## config.mk

```make
export PLATFORM = sky130hd
export DESIGN_NAME = rtmp_seq
export DESIGN_NICKNAME = d
export VERILOG_FILES = /design/src/design/rtmp_pkg.sv /design/src/design/rtmp_seq.sv
export SDC_FILE = /design/constraint.sdc
export NUM_CORES = 1
export LEC_CHECK = 0
export BUFFER_PORTS_ARGS = -buffer_cell sky130_fd_sc_hd__clkbuf_2
export CAP_MARGIN = 15
export CORE_MARGIN = 2
export CORE_UTILIZATION = 47
export DETAILED_ROUTE_END_ITERATION = 10
export GPL_ROUTABILITY_DRIVEN = 0
export PLACE_DENSITY = 0.77
export SLEW_MARGIN = 5
export SYNTH_ARGS = -nofsm -noshare
export SYNTH_HDL_FRONTEND = slang
export SYNTH_SLANG_ARGS = --single-unit
```

## constraint.sdc

```tcl
create_clock -name clk -period 2.5 [get_ports clk]
set_input_delay 0.25 -clock clk [delete_from_list [all_inputs] [get_ports clk]]
set_output_delay 0.25 -clock clk [all_outputs]
set_load 0.02 [all_outputs]
```

## src/design/rtmp_pkg.sv

```systemverilog
`timescale 1ns / 1ps

package rtmp_pkg;

	localparam int INDEX_WIDTH = 32;

	// Modulus and the width of one reduced element
	localparam int ELEM_W = 30;
	localparam logic [ELEM_W-1:0] PRIME = ELEM_W'(1000000007);

	// Positions up to this one are seed terms of value one
	localparam int SEED_TERMS = 3;

	// Matrix geometry
	localparam int MAT_N = 3;
	localparam int MAT_SIZE = MAT_N * MAT_N;
	localparam int CNT_W = $clog2(MAT_N);
	localparam int IDX_W = $clog2(MAT_SIZE);

	// Barrett reduction of a product below PRIME squared
	localparam int PROD_W = 2 * ELEM_W;
	localparam int MU_W = ELEM_W + 1;
	localparam int EST_W = 2 * MU_W;
	localparam int RED_W = ELEM_W + 2;
	localparam logic [PROD_W:0] MU_FULL = ((PROD_W + 1)'(1) << PROD_W) / (PROD_W + 1)'(PRIME);
	localparam logic [MU_W-1:0] BARRETT_MU = MU_FULL[MU_W-1:0];

	typedef logic [ELEM_W-1:0] elem_t;
	typedef elem_t [MAT_SIZE-1:0] mat_t;

	// Entry (r, c) lives at r * MAT_N + c
	localparam mat_t IDENT = {
		ELEM_W'(1), ELEM_W'(0), ELEM_W'(0),
		ELEM_W'(0), ELEM_W'(1), ELEM_W'(0),
		ELEM_W'(0), ELEM_W'(0), ELEM_W'(1)
	};
	localparam mat_t COMPANION = {
		ELEM_W'(0), ELEM_W'(1), ELEM_W'(0),
		ELEM_W'(0), ELEM_W'(0), ELEM_W'(1),
		ELEM_W'(1), ELEM_W'(0), ELEM_W'(1)
	};

	// Jump conditions
	localparam int COND_W = 3;
	localparam logic [COND_W-1:0] COND_NEVER     = 3'd0;
	localparam logic [COND_W-1:0] COND_ALWAYS    = 3'd1;
	localparam logic [COND_W-1:0] COND_NO_START  = 3'd2;
	localparam logic [COND_W-1:0] COND_EXP_ZERO  = 3'd3;
	localparam logic [COND_W-1:0] COND_BIT_CLEAR = 3'd4;
	localparam logic [COND_W-1:0] COND_MORE      = 3'd5;
	localparam logic [COND_W-1:0] COND_PIPE_BUSY = 3'd6;

	// Program steps
	localparam int PC_W = 4;
	localparam logic [PC_W-1:0] S_IDLE      = 4'd0;
	localparam logic [PC_W-1:0] S_TEST_Z    = 4'd1;
	localparam logic [PC_W-1:0] S_TEST_B    = 4'd2;
	localparam logic [PC_W-1:0] S_MUL       = 4'd3;
	localparam logic [PC_W-1:0] S_MUL_DRAIN = 4'd4;
	localparam logic [PC_W-1:0] S_MUL_COPY  = 4'd5;
	localparam logic [PC_W-1:0] S_SQ        = 4'd6;
	localparam logic [PC_W-1:0] S_SQ_DRAIN  = 4'd7;
	localparam logic [PC_W-1:0] S_SQ_COPY   = 4'd8;
	localparam logic [PC_W-1:0] S_SUM       = 4'd9;
	localparam logic [PC_W-1:0] S_SUM_DRAIN = 4'd10;
	localparam logic [PC_W-1:0] S_DONE      = 4'd11;

	typedef struct packed {
		logic [COND_W-1:0] cond;
		logic [PC_W-1:0]   target;
		logic              load;
		logic              issue;
		logic              left_acc;
		logic              rhs_one;
		logic              row_only;
		logic              copy_acc;
		logic              copy_base;
		logic              done;
	} ctrl_t;

	typedef struct packed {
		logic exp_zero;
		logic exp_bit0;
		logic issue_last;
		logic pipe_busy;
	} stat_t;

	typedef struct packed {
		logic             valid;
		logic [CNT_W-1:0] row;
		logic [CNT_W-1:0] col;
		logic [CNT_W-1:0] dot;
	} tag_t;

	function automatic logic [IDX_W-1:0] mat_idx(logic [CNT_W-1:0] r, logic [CNT_W-1:0] c);
		return IDX_W'(r) * IDX_W'(MAT_N) + IDX_W'(c);
	endfunction

	// Control store
	function automatic ctrl_t ucode(logic [PC_W-1:0] pc);
		ctrl_t w;
		w = '0;
		w.cond = COND_NEVER;
		w.target = S_IDLE;
		case (pc)
			S_IDLE: begin
				w.load = 1'b1;
				w.cond = COND_NO_START;
				w.target = S_IDLE;
			end
			S_TEST_Z: begin
				w.cond = COND_EXP_ZERO;
				w.target = S_SUM;
			end
			S_TEST_B: begin
				w.cond = COND_BIT_CLEAR;
				w.target = S_SQ;
			end
			S_MUL: begin
				w.issue = 1'b1;
				w.left_acc = 1'b1;
				w.cond = COND_MORE;
				w.target = S_MUL;
			end
			S_MUL_DRAIN: begin
				w.cond = COND_PIPE_BUSY;
				w.target = S_MUL_DRAIN;
			end
			S_MUL_COPY: begin
				w.copy_acc = 1'b1;
			end
			S_SQ: begin
				w.issue = 1'b1;
				w.cond = COND_MORE;
				w.target = S_SQ;
			end
			S_SQ_DRAIN: begin
				w.cond = COND_PIPE_BUSY;
				w.target = S_SQ_DRAIN;
			end
			S_SQ_COPY: begin
				w.copy_base = 1'b1;
				w.cond = COND_ALWAYS;
				w.target = S_TEST_Z;
			end
			S_SUM: begin
				w.issue = 1'b1;
				w.left_acc = 1'b1;
				w.rhs_one = 1'b1;
				w.row_only = 1'b1;
				w.cond = COND_MORE;
				w.target = S_SUM;
			end
			S_SUM_DRAIN: begin
				w.cond = COND_PIPE_BUSY;
				w.target = S_SUM_DRAIN;
			end
			S_DONE: begin
				w.done = 1'b1;
				w.cond = COND_ALWAYS;
				w.target = S_IDLE;
			end
			default: begin
				w.cond = COND_ALWAYS;
				w.target = S_IDLE;
			end
		endcase
		return w;
	endfunction

endpackage

```

## src/design/rtmp_seq.sv

```systemverilog
`timescale 1ns / 1ps

module rtmp_seq (
	input  logic            clk,
	input  logic            arst_n,
	input  logic            start,
	input  rtmp_pkg::stat_t stat,
	output rtmp_pkg::ctrl_t ctrl,
	output logic            busy
);
	import rtmp_pkg::*;

	logic [PC_W-1:0] pc_q, pc_next;
	ctrl_t           word;
	logic            take;

	always_comb begin
		word = ucode(pc_q);
		case (word.cond)
			COND_NEVER:     take = 1'b0;
			COND_ALWAYS:    take = 1'b1;
			COND_NO_START:  take = !start;
			COND_EXP_ZERO:  take = stat.exp_zero;
			COND_BIT_CLEAR: take = !stat.exp_bit0;
			COND_MORE:      take = !stat.issue_last;
			COND_PIPE_BUSY: take = stat.pipe_busy;
			default:        take = 1'b0;
		endcase
		pc_next = take ? word.target : pc_q + 1'b1;
	end

	always_ff @(posedge clk or negedge arst_n) begin
		if (!arst_n) begin
			pc_q <= S_IDLE;
		end else begin
			pc_q <= pc_next;
		end
	end

	assign ctrl = word;
	assign busy = pc_q != S_IDLE;

endmodule

```

Yosys cells after proc, flatten, opt, wreduce, memory -nomap -nowiden

Index checks and enable logic that the tools add are counted.

Bits in registers: 4
Input bits: 7
Output and inout port bits: 16
Logic and storage cells: 36

Add/sub/neg operators: 1
Equal/unequal tests: 17
Multiplexer cells: 10
Reductions and logical operators: 7

Operator list:

| operator                                                        | number |
|---|---|
| 7-bit case mux with 11 select lines                             | 1 |
| 4-bit by 3-bit == test with 1-bit output, second input constant | 4 |
| 4-bit == test, second input constant                            | 4 |
| 3-bit == test, second input constant                            | 3 |
| 4-bit by 2-bit == test with 1-bit output, second input constant | 2 |
| 3-bit by 2-bit == test with 1-bit output, second input constant | 2 |
| 1-bit two-way mux                                               | 6 |
| 1-bit case mux with 6 select lines                              | 1 |
| 4-bit by 1-bit adder with 4-bit output, second input constant   | 1 |
| 4-bit by 1-bit == test with 1-bit output, second input constant | 1 |
| 4-bit logical NOT                                               | 1 |
| 4-bit two-way mux                                               | 1 |
| 4-bit nonzero test                                              | 1 |
| 3-bit by 1-bit == test with 1-bit output, second input constant | 1 |
| 1-bit logical NOT                                               | 3 |
| 3-bit OR reduction                                              | 1 |
| 2-bit two-way mux                                               | 1 |
| 2-bit OR reduction                                              | 1 |

Depth between registers and ports, before layout

Depth in word-level cells: 5
Gate-level depth with buffers: 8
Mapped depth without buffers: 7

Least setup slack after synthesis

No wires, ideal clock.

Path type: reg2reg
Start point: register pc_q[0]
End point: register pc_q[0]
Setup time: 0.125 ns
Arrival time: 2.032 ns
Data required time: 2.375 ns
Slack: 0.343 ns
Cell stages (with the launch flop): 9
Path buffers: 1
Clock period less this slack: 2.157 ns
Path through: dfrtp_1 -> inv_1 -> ha_1 -> buf_6 -> nor3b_1 -> a32o_1 -> nor2_1 -> o2bb2ai_4 -> mux2_4

RTL lines:

| item                   | RTL line       | RTL |
|---|---|---|
| from (decl)            | rtmp_seq.sv:13 | `logic [PC_W-1:0] pc_q, pc_next;` |
| from (signal assigned) | rtmp_seq.sv:36 | `pc_q <= pc_next;` |

Worst setup path after layout

Start point: register pc_q[0]
End point: register pc_q[2]

Cells in the longest elaborated chain, start to end: 5
Elaborated cells between the ends (all ways): 21
Those cells by class: add/sub (1); eq/ne (16); mux (3); reduce/logical (1)

Ends and longest elaborated chain:

| item                                        | RTL line        | RTL |
|---|---|---|
| 4-bit == test, or another cell as far along | rtmp_pkg.sv:105 | `case (pc)` |
| 7-bit case mux with 11 select lines         | rtmp_pkg.sv:105 |  |
| 3-bit == test, or another cell as far along | rtmp_seq.sv:19  | `case (word.cond)` |
| 1-bit case mux with 6 select lines          | rtmp_seq.sv:19  |  |
| 4-bit two-way mux *                         | rtmp_seq.sv:29  | `pc_next = take ? word.target : pc_q + 1'b1;` |
| net pc_next[2]                              | rtmp_seq.sv:13  |  |

The timed path passes the listed nets; every way through them passes the cells marked *.

==> summary.txt <==
Floorplan
  • Floorplan Core Area: ~1300 um^2
  • Die Y: 40.3 um
  • Site Rows: 13
  • I/O Pins: 23
  • Starting density of the core: 0.488
  • Die area: between 1500 and 2000 um^2
  • Die span in x: 40.3 um

Logic synthesis
  • Yosys top cell area share: 0.162
  • Synth area leaders: dfrtp_1 (16%), mux2_4 (9.7%), buf_6 (9.1%)
  • Post-synth top area cell: dfrtp_1
  • Top FF cell, synth: dfrtp_1
  • Seq/Total Area, Yosys: 0.162
  • Synth top cells by count: inv_1 (7), nand2_1 (6), a21oi_1 (5), buf_6 (5), nor2_1 (5)
  • Most numerous cell in the Yosys netlist: inv_1
  • Largest family of logic cells by synthesized area: compound AO/OA/AOI/OAI gates
  • Syn nets: 81
  • Async set-reset flop share out of synthesis: 1.00
  • Synthesized area: 619 um^2
  • Post-Synth XOR/XNOR Area: 0.0283
  • Flops & latches, synth: 4
  • Post-Synth Simple-Gate Area: 0.172
  • Synth Area in Adders: 0.0808
  • Syn Area/Cell: 8.85 um^2
  • EDFF count, synth: 0
  • Area fraction in compound gates after synthesis: 0.263
  • Synth Warn #: 0
  • Synth unique cells: 30
  • Mux contribution to synthesized area: 0.129
  • Cell count after synthesis: 70

Timing
  • Setup Viol. Count Final: 0
  • Setup TNS: 0 ps
  • Final hold vios: 0
  • Slew headroom: 0.615
  • Worst-Margin Slew: 578 ps
  • Skew final: 4.46 ps
  • Final period util: 0.898
  • Max-slew violations: 0
  • Minimum clock period: 2240 ps
  • RSZ-0062 raised after global routing: no
  • F_max: 446 MHz

Placement
  • DPL Wire Length: 964 um
  • Port Buffers: 22
  • Placement-stage cell area: 672 um^2

Detailed routing
  • DRT antenna net count: 0
  • Post-route DRC: 0
  • WL final: approximately 1.3 mm
  • Vias: 545
  • 1st-iter DRT viols: 8
  • Via/cell ratio: between 5 and 6
  • Drt pass-1 iters: 4
  • Routed len/inst: 12.3 um

Clock network
  • Clk Latency, worst-skew pair: roughly 250 ps
  • CTS Sinks: 4
  • Total CTS buffers: 3
  • CTS H-tree lvls: 1
  • CTS root buf: clkbuf_4
  • Clock tree buffer depth: 2
  • CTS tree: done
  • Clock-pin slew on the worst setup and hold paths: 40 ps

Worst setup path
  • Worst setup SP type: register
  • R2R depth: 7
  • Critical-path cell list: inv_1 > ha_1 > mux2i_1 > o22a_2 > o211a_1 > o2bb2ai_4 > mux2_4
  • Worst path arrival time: roughly 2400 ps
  • Critical-path top delay cell: dfrtp_1
  • Worst reg2reg path endpoint: pc_q[2]$_DFF_PN0_
  • CP Class: register to register
  • Slowest stage delay, CP: 400 ps
  • Crit end category: register
  • Setup slack, reg-to-reg: 260 ps
  • Start of the worst register-to-register path: pc_q[0]$_DFF_PN0_
  • Worst Path Required: 2630 ps
  • Largest fanout on the critical path: 8

Finish
  • N_diodes: 0
  • Largest regs: pc_q (4)
  • Share of cells above drive strength 1: 0.386
  • Max reg flops: 4
  • Nets: ~100
  • Reg with most FFs: pc_q
  • Final non-filler cell area: 704 um^2
  • Area Growth Syn to Fin: 13.7%

Status
  • Status: completed

Global route
  • Total track usage: 0.185
  • Vias in the first global route: 471
  • Initial antenna violation count: 0
  • Wire length of the first global-routing pass: 1.98 mm
  • Largest net degree at the start of global routing: 18
  • GRT overflow: 0

Min path
  • Worst min-delay path category: primary input to async pin

Job
  • Max-Cap Viols: 0
## cell type report
class / count / area (um^2)
inverters: 7 / 26.3
repair buffers: 23 / 120
multi-input cells: 51 / 417
fillers: 122 / 564
flip-flops and latches: 4 / 100
well taps: 15 / 18.8
clock buffers: 3 / 22.5
## how the worst max path moves through the flow
stage                                  from                end  slack, ps  cells past startpoint
after floorplan           pc_q[0]$_DFF_PN0_  pc_q[0]$_DFF_PN0_        340                      8
after global placement    pc_q[0]$_DFF_PN0_  pc_q[3]$_DFF_PN0_        320                      7
after detailed placement  pc_q[0]$_DFF_PN0_  pc_q[3]$_DFF_PN0_        270                      7
after CTS                 pc_q[0]$_DFF_PN0_  pc_q[2]$_DFF_PN0_        260                      7
after global routing      pc_q[0]$_DFF_PN0_           ctrl[12]        170                      6
final                     pc_q[0]$_DFF_PN0_  pc_q[2]$_DFF_PN0_        260                      7
## timing repair
item	in CTS	in global routing
hold endpoints to repair	4	0
buffers inserted	0	0
hold buffers	1	0
gates resized for setup	0	0
## placed cells by master, fill, tap and decap left out, types with 3 or more instances in the layout
cell type,instances
clkbuf_2,22
inv_1,7
nand2_1,6
nor2_1,5
a21oi_1,5
mux2_4,4
ha_1,4
dfrtp_1,4
and2_1,3
clkbuf_4,3
## metrics by stage
stage	worst slack [ps]	util	std cells	hold WS, ps
after floorplan	343	-	70	-45.6
after global placement	319	0.530	99	63.5
after detailed placement	271	0.530	99	59.6
after CTS	263	0.555	103	355
after global routing	174	0.555	103	364
final	256	0.555	103	344
## logic make-up (layout without fill, tap and decap cells)
family | count (synthesis) | count (layout)
AO/OA/AOI/OAI | 18 | 18
XOR/XNOR | 2 | 2
adder cells (fa/ha/maj) | 4 | 4
buffers and inverters | 15 | 33
flip-flops | 4 | 4
multiplexers | 6 | 6
AND/OR/NAND/NOR | 21 | 21
## routing by layer
| metal | vias to the layer above | GRT usage | part of all wire | wire (um) |
|---|---|---|---|---|
| met4 | 0 | 0.0500 | 0 | 0 |
| met5 | - | 0 | 0 | 0 |
| li1 | 280 | - | - | - |
| met1 | 251 | 0.243 | 0.45 | 565 |
| met2 | 14 | 0.282 | 0.51 | 640 |
| met3 | 0 | 0.0667 | 0.047 | 59 |
## critical path, delay by kind of cell (launching register included)
kind	cells	cell delay, ps
compound gates	3	740
mux	2	500
flops	1	400
fa+ha+maj	1	350
buf+inv	1	130
Power is left out: the tool's default activity adds up to more than one toggle a clock period on the data nets, which glitch-free logic cannot reach.
